===== config.mk =====
export PLATFORM = sky130hd
export DESIGN_NAME = tape_min_period_bit_decoder
export DESIGN_NICKNAME = d
export VERILOG_FILES = /design/src/design/tmpbd_pkg.sv /design/src/design/tape_min_period_bit_decoder.sv
export SDC_FILE = /design/constraint.sdc
export NUM_CORES = 1
export LEC_CHECK = 0
export ABC_AREA = 1
export BUFFER_PORTS_ARGS = -buffer_cell sky130_fd_sc_hd__buf_4
export CAP_MARGIN = 5
export CORE_ASPECT_RATIO = 0.7
export CORE_UTILIZATION = 62
export CTS_CLUSTER_DIAMETER = 120
export DETAILED_ROUTE_END_ITERATION = 10
export PLACE_DENSITY = 0.87
export SLEW_MARGIN = 30
export SYNTH_ARGS = -nofsm -noshare
export SYNTH_HDL_FRONTEND = slang
export SYNTH_SLANG_ARGS = --single-unit

===== constraint.sdc =====
create_clock -name clk_i -period 7.79 [get_ports clk_i]
set_clock_uncertainty 0.1 [all_clocks]
set_input_delay 1.558 -clock clk_i [delete_from_list [all_inputs] [get_ports clk_i]]
set_output_delay 1.558 -clock clk_i [all_outputs]
set_load 0.01 [all_outputs]

===== src/design/tmpbd_pkg.sv =====
// Shared types and constants for the tape period bit decoder.
package tmpbd_pkg;

  // Configuration register indexes
  localparam logic [1:0] RegFloorLevel    = 2'd0;
  localparam logic [1:0] RegSwingThresh   = 2'd1;
  localparam logic [1:0] RegZeroGapMin    = 2'd2;
  localparam logic [1:0] RegOneGapAbove   = 2'd3;

  localparam int unsigned AddrBits = 4;
  localparam int unsigned DataBits = 32;
  localparam int unsigned PeriodBits = 32;

  // Reset values
  localparam logic [14:0] FloorLevelRst  = 15'd1638;
  localparam logic [15:0] SwingThreshRst = 16'd10922;
  localparam logic [15:0] ZeroGapMinRst  = 16'd18;
  localparam logic [15:0] OneGapAboveRst = 16'd30;

  // One decoded word
  typedef struct packed {
    logic                  bit_value;
    logic [PeriodBits-1:0] period;
  } result_t;

endpackage


===== src/design/tape_min_period_bit_decoder.sv =====
// Tape period bit decoder: zero-crossing tracker, period classifier and output buffer.
//
// Usage:
//   Input channel (in_valid_i / in_ready_o / sample_i) takes one signed audio
//   sample word per cycle while in_ready_o is high. Output channel (out_valid_o
//   / out_ready_i / bit_value_o / period_o) delivers one decoded bit word per
//   qualifying rising zero crossing, with the minimum-to-minimum distance behind it.
//   Throughput: one sample per cycle while in_ready_o is high; the crossing
//   and min/max state update in a single pass between the input handshake
//   and the result register, or the skid register while that one is full.
//   A two-entry output buffer (result register plus skid register) lets the
//   block keep taking samples while one result waits; in_ready_o drops only
//   while both entries are full, and rises again once the receiver takes one.
//   The APB port (psel, penable, pwrite, paddr, pwdata, prdata, pready) holds
//   floor_level, swing_threshold, zero_gap_min and one_gap_above at byte
//   addresses 0, 4, 8 and 12; pready is always high, writes take effect on
//   the access cycle; the user must write it only while the block is idle (not enforced).
//   Reset (rst_ni low, asynchronous) clears the tracking state and the output
//   buffer and loads the register defaults; the first sample after reset
//   only primes the previous-sample register.
module tape_min_period_bit_decoder #(
  parameter int unsigned SAMPLE_BITS = 16,
  parameter int unsigned INDEX_BITS  = 32
) (
  input  logic                                clk_i,
  input  logic                                rst_ni,
  // sample channel
  input  logic                                in_valid_i,
  output logic                                in_ready_o,
  input  logic signed [SAMPLE_BITS-1:0]       sample_i,
  // result channel
  output logic                                out_valid_o,
  input  logic                                out_ready_i,
  output logic                                bit_value_o,
  output logic signed [tmpbd_pkg::PeriodBits-1:0] period_o,
  // configuration
  input  logic                                psel,
  input  logic                                penable,
  input  logic                                pwrite,
  input  logic [tmpbd_pkg::AddrBits-1:0]      paddr,
  input  logic [tmpbd_pkg::DataBits-1:0]      pwdata,
  output logic [tmpbd_pkg::DataBits-1:0]      prdata,
  output logic                                pready
);
  import tmpbd_pkg::*;

  // compare width: holds max - min and -floor_level without overflow
  localparam int unsigned CW = ((SAMPLE_BITS > 16) ? SAMPLE_BITS : 16) + 2;

  // configuration registers
  logic [14:0] floor_level_q;
  logic [15:0] swing_threshold_q;
  logic [15:0] zero_gap_min_q;
  logic [15:0] one_gap_above_q;
  logic        cfg_wr;
  logic [1:0]  cfg_idx;

  assign cfg_wr  = psel && penable && pwrite;
  assign cfg_idx = paddr[3:2];
  assign pready  = 1'b1;

  always_ff @(posedge clk_i or negedge rst_ni) begin
    if (!rst_ni) begin
      floor_level_q     <= FloorLevelRst;
      swing_threshold_q <= SwingThreshRst;
      zero_gap_min_q    <= ZeroGapMinRst;
      one_gap_above_q   <= OneGapAboveRst;
    end else if (cfg_wr) begin
      unique case (cfg_idx)
        RegFloorLevel:  floor_level_q     <= pwdata[14:0];
        RegSwingThresh: swing_threshold_q <= pwdata[15:0];
        RegZeroGapMin:  zero_gap_min_q    <= pwdata[15:0];
        RegOneGapAbove: one_gap_above_q   <= pwdata[15:0];
        default: ;
      endcase
    end
  end

  always_comb begin
    unique case (cfg_idx)
      RegFloorLevel:  prdata = DataBits'(floor_level_q);
      RegSwingThresh: prdata = DataBits'(swing_threshold_q);
      RegZeroGapMin:  prdata = DataBits'(zero_gap_min_q);
      RegOneGapAbove: prdata = DataBits'(one_gap_above_q);
      default:        prdata = '0;
    endcase
  end

  // tracking state
  logic                          primed_q;
  logic signed [SAMPLE_BITS-1:0] prev_sample_q, prev_sample_d;
  logic signed [SAMPLE_BITS-1:0] run_max_q, run_max_d;
  logic signed [SAMPLE_BITS-1:0] run_min_q, run_min_d;
  logic [INDEX_BITS-1:0]         sample_index_q;
  logic [INDEX_BITS-1:0]         min_pos_q, min_pos_d;
  logic [INDEX_BITS-1:0]         prev_min_pos_q, prev_min_pos_d;

  logic                  in_fire;
  logic                  rise, fall, below_floor, swing_ok;
  logic [INDEX_BITS-1:0] gap;
  logic signed [CW-1:0]  swing;
  logic                  has_result;
  result_t               new_res;

  assign in_fire = in_valid_i && in_ready_o;

  always_comb begin
    rise        = (prev_sample_q <= 0) && (sample_i > 0);
    fall        = (prev_sample_q > 0) && (sample_i <= 0);
    below_floor = CW'(run_min_q) < -$signed(CW'(floor_level_q));
    swing       = CW'(run_max_q) - CW'(run_min_q);
    swing_ok    = swing > $signed(CW'(swing_threshold_q));
    gap         = min_pos_q - prev_min_pos_q;

    has_result        = 1'b0;
    new_res.bit_value = 1'b0;
    new_res.period    = PeriodBits'(gap);
    if (primed_q && rise && below_floor && swing_ok) begin
      if (gap >= INDEX_BITS'(zero_gap_min_q) && gap < INDEX_BITS'(one_gap_above_q)) begin
        has_result = 1'b1;
      end else if (gap > INDEX_BITS'(one_gap_above_q)) begin
        has_result        = 1'b1;
        new_res.bit_value = 1'b1;
      end
    end

    run_max_d      = run_max_q;
    run_min_d      = run_min_q;
    min_pos_d      = min_pos_q;
    prev_min_pos_d = prev_min_pos_q;
    if (rise && below_floor) begin
      run_max_d = sample_i;
    end else if (fall && below_floor) begin
      run_min_d      = prev_sample_q;
      prev_min_pos_d = min_pos_q;
      min_pos_d      = sample_index_q;
    end
    if (sample_i > run_max_d) run_max_d = sample_i;
    if (sample_i < run_min_d) begin
      run_min_d = sample_i;
      min_pos_d = sample_index_q;
    end
    prev_sample_d = sample_i;
  end

  always_ff @(posedge clk_i or negedge rst_ni) begin
    if (!rst_ni) begin
      primed_q       <= 1'b0;
      prev_sample_q  <= '0;
      run_max_q      <= '0;
      run_min_q      <= '0;
      sample_index_q <= '0;
      min_pos_q      <= '0;
      prev_min_pos_q <= '0;
    end else if (in_fire) begin
      primed_q      <= 1'b1;
      prev_sample_q <= prev_sample_d;
      if (primed_q) begin
        run_max_q      <= run_max_d;
        run_min_q      <= run_min_d;
        min_pos_q      <= min_pos_d;
        prev_min_pos_q <= prev_min_pos_d;
        sample_index_q <= sample_index_q + 1'b1;
      end
    end
  end

  // output buffer: result register plus skid register
  logic    out_valid_q, skid_valid_q;
  result_t out_q, skid_q;
  logic    push, pop;

  assign in_ready_o = !skid_valid_q;
  assign push       = in_fire && has_result;
  assign pop        = out_valid_q && out_ready_i;

  always_ff @(posedge clk_i or negedge rst_ni) begin
    if (!rst_ni) begin
      out_valid_q  <= 1'b0;
      skid_valid_q <= 1'b0;
    end else if (skid_valid_q) begin
      if (pop) begin
        skid_valid_q <= 1'b0;
      end
    end else if (out_valid_q && !pop) begin
      if (push) skid_valid_q <= 1'b1;
    end else begin
      out_valid_q <= push;
    end
  end

  always_ff @(posedge clk_i) begin
    if (skid_valid_q) begin
      if (pop) out_q <= skid_q;
    end else if (out_valid_q && !pop) begin
      if (push) skid_q <= new_res;
    end else if (push) begin
      out_q <= new_res;
    end
  end

  assign out_valid_o = out_valid_q;
  assign bit_value_o = out_q.bit_value;
  assign period_o    = $signed(out_q.period);

endmodule

==> out/results.txt, run 1 <==
status - finished with violations
Setup violations, final - 0
Cells after DPL - 2581
# resized after CTS - 0
Post-Place Worst Slack - 1.39 ns
max_cap viols - 0
CP max stage delay - 0.63 ns
clock root cell - clkbuf_16
Rel. slew slack - 39.4%
area leader, netlist - dfrtp_1
DR vias/cell - 5.80
worst slew pin tran - 0.907 ns
gp weighted congestion - 0.924
final layout net count - 2446
total wire length - 46300 um
min Tclk post-route - 6.58 ns
clk buf depth - 3
HP Class - flop to flop
most used cell, CP - nand2_1
launch point of the worst path - floor_level_q[0]
RR Startpoint - floor_level_q[0]
pwr dens - 406 nW/um^2
critical path fanouts, max - 32
share of cells above drive strength 1 - 9.99%
grt ovf - 0
H-tree levels - 1
DP Wirelength - 33800 um
post-synthesis sequential area ratio - 41.5%
CTS Buf Count - 28
Fmax - 152 MHz
Worst R2R End - min_pos_q[27]
CTS tree - done
Lkg Pwr - 9.74 nW
syn avg cell area - 8.03 um^2
synthesized area - 17500 um^2
Crit Path Category - flop to flop
Synth top area share - 27.3%
Yosys reg bits - 276
Synth Flop Type - dfrtp_1
die area - 28900 um^2
worst setup path end - min_pos_q[27]
Layout Cells excl Fill - 2634
largest net degree at the start of global routing - 103
CP required - 8.12 ns
Pins Over Slew Limit - 0
post-route cell area - 19400 um^2
crit path launch type - flop
Clock Latency Late Sink - 0.56 ns
placed cell area - 18400 um^2
Final WS setup - 1.21 ns
Post-synth EDFFs - 66
worst path arrival time - 6.92 ns
number of fill cells - 2123
io pins - 127
Final Power - 7.89 mW
GR Util All Layers - 32.5%
Chip Width - 203 um
Die Y - 143 um
cells after synthesis - 2178
# DRC - 2
final period utilization - 84.5%
endpoints failing hold - 0
global-route wire length before repair - 74200 um
post-layout util - 70.0%
FF-to-FF setup slack - 1.21 ns
number of vias in the routed layout - 15.3k
clock slew at reported path FFs - 0.07 ns
clk sink count - 276
row count - 51
synth cell count leaders - nand2_1 (539), inv_1 (271), dfrtp_1 (191)
initial antenna violation count - 0
Post-CTS Setup Bufs - 0
RSZ-0062 raised after global routing - no
critical path capture point type - flop
total iterations of the first detailed-routing run - 8
routed length per placed instance - 17.6 um
DRT antenna net count - 0
Worst R2R Path Depth - 28
core area - 27800 um^2
Cell variety after synth - 54
most numerous cell in the Yosys netlist - nand2_1
Setup TNS - 0 ns
antenna diode count - 0
Buffers on Ports - 91
initial core utilization - 63.0%
Yosys Warn Count - 0
worst hold slack - 0.382 ns
initial detailed-routing violation count - 1504
vias in the first global route - 14.1k
Max VDD drop - 0.000215 V
slowest CP cell - o21ai_0
Synth async-reset ratio - 76.1%
Post-CTS Hold Fix Bufs - 0
failing checks - DRC
dominant cells by area after synthesis - dfrtp_1 (27%), nand2_1 (12%), edfxtp_1 (11%)
area delta synth->final - 11.0%
## state kept, by name, indices dropped and copies added, names as in the netlist, 15 cells and up
register	flops
prev_min_pos_q	32
period_o	32
prev_sample_q	16
sample_index_q	32
min_pos_q	32
zero_gap_min_q	16
one_gap_above_q	16
run_min_q	16
swing_threshold_q	16
skid_q	33
run_max_q	16
floor_level_q	15
## layer usage
| layer | vias up | GRT usage (%) | wire length (um) |
|---|---|---|---|
| li1 | 7291 | - | - |
| met1 | 7219 | 50.8 | 21500 |
| met2 | 696 | 47.6 | 19700 |
| met3 | 74 | 4.33 | 4320 |
| met4 | 0 | 6.73 | 784 |
| met5 | - | 0 | 0 |
## worst min-delay path by stage
stage | startpoint | end | slack, ns | cells after the start
final | prev_sample_q[15] | prev_sample_q[15] | 0.38 | 2
after global routing | prev_sample_q[15] | prev_sample_q[15] | 0.40 | 2
after CTS | prev_sample_q[15] | prev_sample_q[15] | 0.38 | 2
after detailed placement | prev_sample_q[15] | prev_sample_q[15] | 0.37 | 2
after global placement | prev_sample_q[15] | prev_sample_q[15] | 0.36 | 2
after floorplan | sample_index_q[31] | sample_index_q[31] | 0.35 | 1
## layout make-up
type	count	area, um^2	area share, %
Sequential cell	276	7260	37.4
Clock buffer	32	747	3.85
Inverter	277	1040	5.35
Tap cell	371	464	2.39
Multi-Input combinational cell	1556	8840	45.5
Clock inverter	20	274	1.41
Timing Repair Buffer	102	796	4.10
## report_power, final
| group | total [mW] | switching [mW] | leakage, nW | internal [mW] |
|---|---|---|---|---|
| Sequential | 2.22 | 0.289 | 3.15 | 1.93 |
| Clock | 1.49 | 0.620 | 0.476 | 0.868 |
| Combinational | 4.19 | 2.71 | 6.11 | 1.48 |
## cells by family (layout without fill, tap and decap cells)
logic type               Yosys count  count (layout)  share of synthesized area, %
AND/OR/NAND/NOR                  952             952                          24.2
AO/OA/AOI/OAI                    362             362                          11.3
buffers and inverters            361             431                          8.46
flip-flops                       276             276                          41.5
adder cells (fa/ha/maj)          146             146                          10.5
XOR/XNOR                          78              78                          3.91
other                              2              17                        0.0429
multiplexers                       1               1                        0.0644
## worst max-delay path, delay by kind of cell (launching register included)
kind                     cells  cell delay (ns)
flip-flops                   1             0.41
XOR/XNOR                     1             0.19
buffers and inverters        1             0.10
AO/OA/AOI/OAI                4             1.42
AND/OR/NAND/NOR             19             3.45
adder cells (fa/ha/maj)      3             0.77
## cell usage in the layout (no fill, tap or decap), types with 7 or more instances in the layout
cell | netlist | final
a21oi_1 | 136 | 135
a31oi_1 | 8 | 8
buf_4 | 19 | 99
clkbuf_16 | 0 | 29
clkinvlp_4 | 0 | 7
conb_1 | 2 | 17
dfrtp_1 | 191 | 191
dfstp_2 | 19 | 19
edfxtp_1 | 66 | 66
ha_1 | 144 | 144
inv_1 | 271 | 271
nand2_1 | 539 | 536
nand3_1 | 138 | 137
nand3_2 | 23 | 23
nand4_1 | 30 | 30
nor2_1 | 159 | 158
nor3_1 | 23 | 23
nor4_1 | 12 | 12
o2111ai_1 | 14 | 14
o21ai_0 | 156 | 156
o21ai_1 | 14 | 14
o21bai_1 | 7 | 7
xnor2_1 | 18 | 18
xor2_1 | 60 | 60
(Power assumes the default switching activity.)
==> run 2: changes to the inputs <==
--- a/config.mk
+++ b/config.mk
@@ -9,10 +9,10 @@
 export BUFFER_PORTS_ARGS = -buffer_cell sky130_fd_sc_hd__buf_4
 export CAP_MARGIN = 5
 export CORE_ASPECT_RATIO = 0.7
-export CORE_UTILIZATION = 62
+export CORE_UTILIZATION = 56
 export CTS_CLUSTER_DIAMETER = 120
 export DETAILED_ROUTE_END_ITERATION = 10
-export PLACE_DENSITY = 0.87
+export PLACE_DENSITY = 0.83
 export SLEW_MARGIN = 30
 export SYNTH_ARGS = -nofsm -noshare
 export SYNTH_HDL_FRONTEND = slang
==> constraint.sdc (replaced) <==
create_clock -name clk_i -period 5.5 [get_ports clk_i]
set_clock_uncertainty 0.1 [all_clocks]
set_input_delay 1.1 -clock clk_i [delete_from_list [all_inputs] [get_ports clk_i]]
set_output_delay 1.1 -clock clk_i [all_outputs]
set_load 0.01 [all_outputs]
==> run 2 against run 1 <==
The run now ends clean. Non-clock buffer count rose by 34. Register-to-register slack got worse by 0.94 ns. Via count rose by 1.3%. Combinational power rose by 52%. Worst hold slack got worse by 0.060 ns.
==> out/results.txt, run 2 (synthesized netlist as in run 1, its figures left out) <==
status - completed
critical path fanouts, max - 14 (-56%)
Lkg Pwr - 9.93 nW (+2.0%)
clk sink count - 276 (unchanged)
slowest CP cell - dfrtp_1
clock slew at reported path FFs - 0.06 ns (about the same)
Buffers on Ports - 91 (unchanged)
RSZ-0062 raised after global routing - yes
DP Wirelength - 35100 um (+3.7%)
share of cells above drive strength 1 - 12.5% (+2.5 points)
Die Y - 150 um (+5.1%)
CP required - 5.87 ns (-2.25 ns)
Crit Path Category - flop to flop
die area - 32000 um^2 (+11%)
total wire length - 47900 um (+3.4%)
critical path capture point type - flop
gp weighted congestion - 0.946 (+2.5%)
CTS Buf Count - 28 (unchanged)
min Tclk post-route - 5.23 ns (-1.35 ns)
pwr dens - 573 nW/um^2 (+41%)
total iterations of the first detailed-routing run - 6 (-2)
Pins Over Slew Limit - 0 (unchanged)
initial core utilization - 57.6% (-5.4 points)
CP max stage delay - 0.39 ns (-0.24 ns)
Largest register FFs - 33 (unchanged)
global-route wire length before repair - 74800 um (+0.77%)
Multi-input gate area - 9030 um^2 (+2.2%)
worst slew pin tran - 0.958 ns (+0.0519 ns)
Setup TNS - 0 ns (unchanged)
largest net degree at the start of global routing - 107 (+3.9%)
initial antenna violation count - 0 (unchanged)
io pins - 127 (unchanged)
most frequent cells in the layout - nand2_1 (534), inv_1 (269), dfrtp_1 (191)
core area - 30400 um^2 (+9.4%)
Post-CTS Hold Fix Bufs - 0 (unchanged)
clock root cell - clkbuf_16
row count - 53 (+3.9%)
final period utilization - 95.1% (+11 points)
area delta synth->final - 13.5%
grt ovf - 0 (unchanged)
Fmax - 191 MHz (+26%)
max_cap viols - 0 (unchanged)
crit path launch type - flop
routed length per placed instance - 17.7 um (+0.58%)
vias in the first global route - 14.5k (+2.9%)
worst path arrival time - 5.60 ns (-1.32 ns)
Chip Width - 213 um (+5.2%)
Clock Latency Late Sink - 0.56 ns (about the same)
most used cell, CP - nand2_1
CTS tree - done
H-tree levels - 1 (unchanged)
clk buf depth - 3 (unchanged)
number of vias in the routed layout - 15.5k (+1.3%)
Max VDD drop - 0.000287 V (+33%)
endpoints failing hold - 0 (unchanged)
Most flops, register - skid_q
antenna diode count - 0 (unchanged)
post-layout util - 65.4% (-4.6 points)
Rel. slew slack - 36.0% (-3.5 points)
FF-to-FF setup slack - 0.27 ns (-0.94 ns)
most common cell after layout, fill and taps aside - nand2_1
# DRC - 0 (-2)
initial detailed-routing violation count - 1806 (+20%)
DRT antenna net count - 0 (unchanged)
final layout net count - 2481 (+1.4%)
Reg area - 7260 um^2 (unchanged)
Setup violations, final - 0 (unchanged)
HP Class - input pin to async pin
GR Util All Layers - 29.8% (-2.6 points)
number of fill cells - 2468 (+16%)
DR vias/cell - 5.71 (-1.5%)
==> run 2: changes by cell type in the layout (fill, tap and decap cells not counted), moves of 5 or more <==
cell      before  now
buf_4         99  125
o21ai_0      156  146
a21oi_1      135  127
a21oi_2        0    8
o21ai_1       14   22
clkbuf_1       2    7
clkinv_2       1    6
nor2_1       158  153
nor3_1        23   18
==> run 2: repair_timing <==
| item | in CTS | in global routing |
|---|---|---|
| gates cloned | 0 | 2 |
| setup buffers | 1 | 6 |
| gates resized for setup | 4 | 54 |
| pin swaps | 1 | 15 |
| endpoints found under the setup margin | 104 | 129 |
==> run 2: metrics by stage <==
stage               setup WS [ns]  power, mW  std cells  hold WS, ns  cell area [um^2]
global route              -0.0958       12.3       2709        0.318             19900
detailed placement         -0.109       9.16       2648        0.370             18700
global placement           0.0137       8.85       2648        0.362             18700
CTS                        0.0500       11.1       2700        0.379             19600
floorplan                0.000276       7.38       2193        0.346             17500
finish                      0.269       11.4       2709        0.322             19900
==> run 2: area by class of cell <==
class                   instances  share of cell area (%)
clock inverters                12                   0.504
inverters                     277                    5.24
flip-flops and latches        276                    36.6
clock buffers                  39                    4.00
well taps                     412                    2.60
repair buffers                136                    5.61
multi-input cells            1557                    45.5
==> run 2: worst max-delay path, delay by kind of cell (launching register included) <==
| family | cells | cell delay (ns) |
|---|---|---|
| compound gates | 8 | 1.07 |
| xor+xnor | 1 | 0.10 |
| simple gates | 21 | 2.20 |
| buf+inv | 5 | 0.55 |
| flops | 1 | 0.39 |
| fa+ha+maj | 3 | 0.70 |
==> run 2: per-layer routing <==
| metal | wire [um] | track usage [%] | share of wire [%] |
|---|---|---|---|
| met5 | 0 | 0 | 0 |
| met4 | 696 | 5.18 | 1.5 |
| met3 | 4940 | 7.72 | 10 |
| met2 | 20800 | 44.6 | 43 |
| met1 | 21500 | 43.7 | 45 |
==> run 2: power breakdown <==
part	switching [mW]	total, mW	internal [mW]
Combinational	4.05	6.35	2.30
Sequential	0.423	3.15	2.73
Clock	0.824	1.88	1.06
==> run 2: path summary, 6_finish.rpt <==
kind                               startpoint            endpoint  cells after the start
setup / recovery             floor_level_q[0]        run_max_q[8]                     38
hold / removal                         rst_ni    floor_level_q[8]                      1
setup reg to reg             floor_level_q[0]        run_max_q[8]                     38
hold reg to reg            sample_index_q[31]  sample_index_q[31]                      1
max in group asynchronous              rst_ni            primed_q                      3
min in group clk_i         sample_index_q[31]  sample_index_q[31]                      1
==> run 3: changes to the inputs <==
--- a/config.mk
+++ b/config.mk
@@ -9,6 +9,7 @@
 export BUFFER_PORTS_ARGS = -buffer_cell sky130_fd_sc_hd__buf_4
 export CAP_MARGIN = 5
 export CORE_ASPECT_RATIO = 0.7
+export CORE_MARGIN = 2
 export CORE_UTILIZATION = 56
 export CTS_CLUSTER_DIAMETER = 120
 export DETAILED_ROUTE_END_ITERATION = 10
==> run 3 against run 2 <==
Combinational power decreased by 0.6%. First-iteration DRC count decreased by 13%. Sequential power about the same. Critical path type unchanged. Total power increased by 1.0%.
==> out/results.txt, run 3 (synthesized netlist as in run 1, its figures left out) <==
Chip Width - 215 um (+0.94%)
clock root cell - clkbuf_16
Layout Cells excl Fill - 2719 (+0.37%)
HP Class - input pin to async pin
endpoints failing hold - 0 (unchanged)
Worst R2R End - run_max_q[10]
worst setup path end - run_max_q[10]
Post-Place Worst Slack - -0.406 ns (-0.297 ns)
launch point of the worst path - floor_level_q[0]
pwr dens - 577 nW/um^2 (+0.63%)
Rel. slew slack - 50.9% (+15 points)
Cells after DPL - 2649 (+0.038%)
clk buf depth - 3 (unchanged)
status - completed
CP max stage delay - 0.40 ns (about the same)
clock slew at reported path FFs - 0.07 ns (about the same)
critical path capture point type - flop
Pint - 6.21 mW (+2.2%)
Setup violations, final - 0 (unchanged)
total wire length - 47700 um (-0.44%)
vias in the first global route - 14.2k (-1.7%)
critical path fanouts, max - 8 (-6)
sw frac - 45.9% (-0.60 points)
row count - 54 (+1.9%)
RSZ-0062 raised after global routing - yes
number of fill cells - 2510 (+1.7%)
clock share of power - 17.9% (+1.4 points)
antenna diode count - 0 (unchanged)
clk sink count - 276 (unchanged)
H-tree levels - 1 (unchanged)
Comb pwr share - 54.9% (-0.9 points)
Worst R2R Path Depth - 37 (-2.6%)
min Tclk post-route - 5.35 ns (+0.124 ns)
Largest register FFs - 33 (unchanged)
Buffers on Ports - 91 (unchanged)
Reg area - 7260 um^2 (unchanged)
CTS Buf Count - 28 (unchanged)
RR Startpoint - floor_level_q[0]
most common cell after layout, fill and taps aside - nand2_1
final layout net count - 2482 (+0.040%)
area delta synth->final - 14.0%
Pins Over Slew Limit - 0 (unchanged)
initial antenna violation count - 0 (unchanged)
Die Y - 152 um (+1.3%)
largest net degree at the start of global routing - 122 (+14%)
io pins - 127 (unchanged)
CTS tree - done
worst slew pin tran - 0.737 ns (-0.221 ns)
Lkg Pwr - 9.96 nW (+0.27%)
sequential share of power - 27.2% (-0.5 points)
max_cap viols - 0 (unchanged)
global-route wire length before repair - 74900 um (about the same)
Most flops, register - skid_q
CP required - 5.88 ns (about the same)
Crit Path Category - flop to flop
Final WS setup - 0.145 ns (-0.124 ns)
gp weighted congestion - 0.946 (about the same)
initial core utilization - 56.5% (-1.1 points)
# DRC - 0 (unchanged)
DP Wirelength - 34600 um (-1.3%)
slowest CP cell - dfrtp_1
switching pwr - 5.28 mW (-0.27%)
Clock Latency Late Sink - 0.56 ns (about the same)
core area - 30900 um^2 (+1.9%)
GR Util All Layers - 28.3% (-1.5 points)
Fmax - 187 MHz (-2.3%)
initial detailed-routing violation count - 1566 (-13%)
die area - 32700 um^2 (+2.3%)
DRT antenna net count - 0 (unchanged)
FF-to-FF setup slack - 0.15 ns (-0.12 ns)
post-layout util - 64.4% (-0.95 points)
grt ovf - 0 (unchanged)
routed length per placed instance - 17.5 um (-0.81%)
DR vias/cell - 5.68 (-0.51%)
worst path arrival time - 5.73 ns (+0.13 ns)
share of cells above drive strength 1 - 12.4% (-0.098 points)
total iterations of the first detailed-routing run - 6 (unchanged)
Multi-input gate area - 9050 um^2 (+0.21%)
number of vias in the routed layout - 15.5k (-0.14%)
most frequent cells in the layout - nand2_1 (529), inv_1 (268), dfrtp_1 (191)
final period utilization - 97.4% (+2.3 points)
Setup TNS - 0 ns (unchanged)
Max VDD drop - 0.000295 V (+2.8%)
crit path launch type - flop
[run 3: cell types whose count changed in the layout (fill, tap and decap cells not counted), moves of 4 or more]
cell	change
nand2_1	-5
nand2_2	+6
a21oi_2	-7
a21oi_1	+7
bufinv_16	+4
[run 3: worst max-delay path, delay by kind of cell (launching register included)]
family / cells / cell delay [ns]
xor+xnor: 1 / 0.20
flops: 1 / 0.40
compound gates: 8 / 1.21
buf+inv: 3 / 0.31
fa+ha+maj: 3 / 0.69
simple gates: 22 / 2.37
[run 3: routing by layer]
layer	up-vias	wire [um]	part of all wire, %	global-route usage (%)
li1	7372	-	-	-
met1	7315	22000	46	44.9
met2	700	20100	42	40.6
met3	64	4700	9.8	4.70
met4	0	821	1.7	5.42
met5	-	0	0	0
[run 3: metrics by stage]
step                      hold WS [ns]  area, um^2  total power, mW
after floorplan                  0.346       17500             7.38
after global placement           0.363       18600             8.80
after detailed placement         0.366       18600             9.12
after CTS                        0.379       19600             11.2
after global routing             0.411       19900             12.4
final                            0.352       19900             11.5
[run 3: final cells by class]
type | instances | area share [%]
flip-flops and latches | 276 | 36.4
multi-input cells | 1562 | 45.4
clock inverters | 14 | 0.992
well taps | 420 | 2.64
inverters | 277 | 5.22
clock buffers | 38 | 3.91
repair buffers | 132 | 5.42
[run 3: power by group through the flow]
stage / combinational [mW] / sequential [mW] / clock [mW]
after floorplan: 4.38 / 3.00 / 0
after global placement: 5.69 / 3.11 / 0
after global routing: 7.09 / 3.18 / 2.14
after detailed placement: 5.98 / 3.14 / 0
after CTS: 6.05 / 3.11 / 2.07
final: 6.31 / 3.13 / 2.06
[run 3: repair_timing]
item | in CTS | in global routing
gates resized for setup | 6 | 44
gates cloned | 2 | 6
hold buffers | 0 | 0
endpoints found under the setup margin | 31 | 119
pin swaps | 2 | 28
buffers inserted | 0 | 10
[run 3: worst min path at each step]
stage                              startpoint                  end  slack (ns)  cells past startpoint
final                                  rst_ni        run_max_q[11]        0.35                      1
after global routing      one_gap_above_q[15]  one_gap_above_q[15]        0.41                      2
after CTS                  sample_index_q[31]   sample_index_q[31]        0.38                      1
after detailed placement   sample_index_q[31]   sample_index_q[31]        0.37                      1
after global placement      prev_sample_q[15]    prev_sample_q[15]        0.36                      2
after floorplan            sample_index_q[31]   sample_index_q[31]        0.35                      1
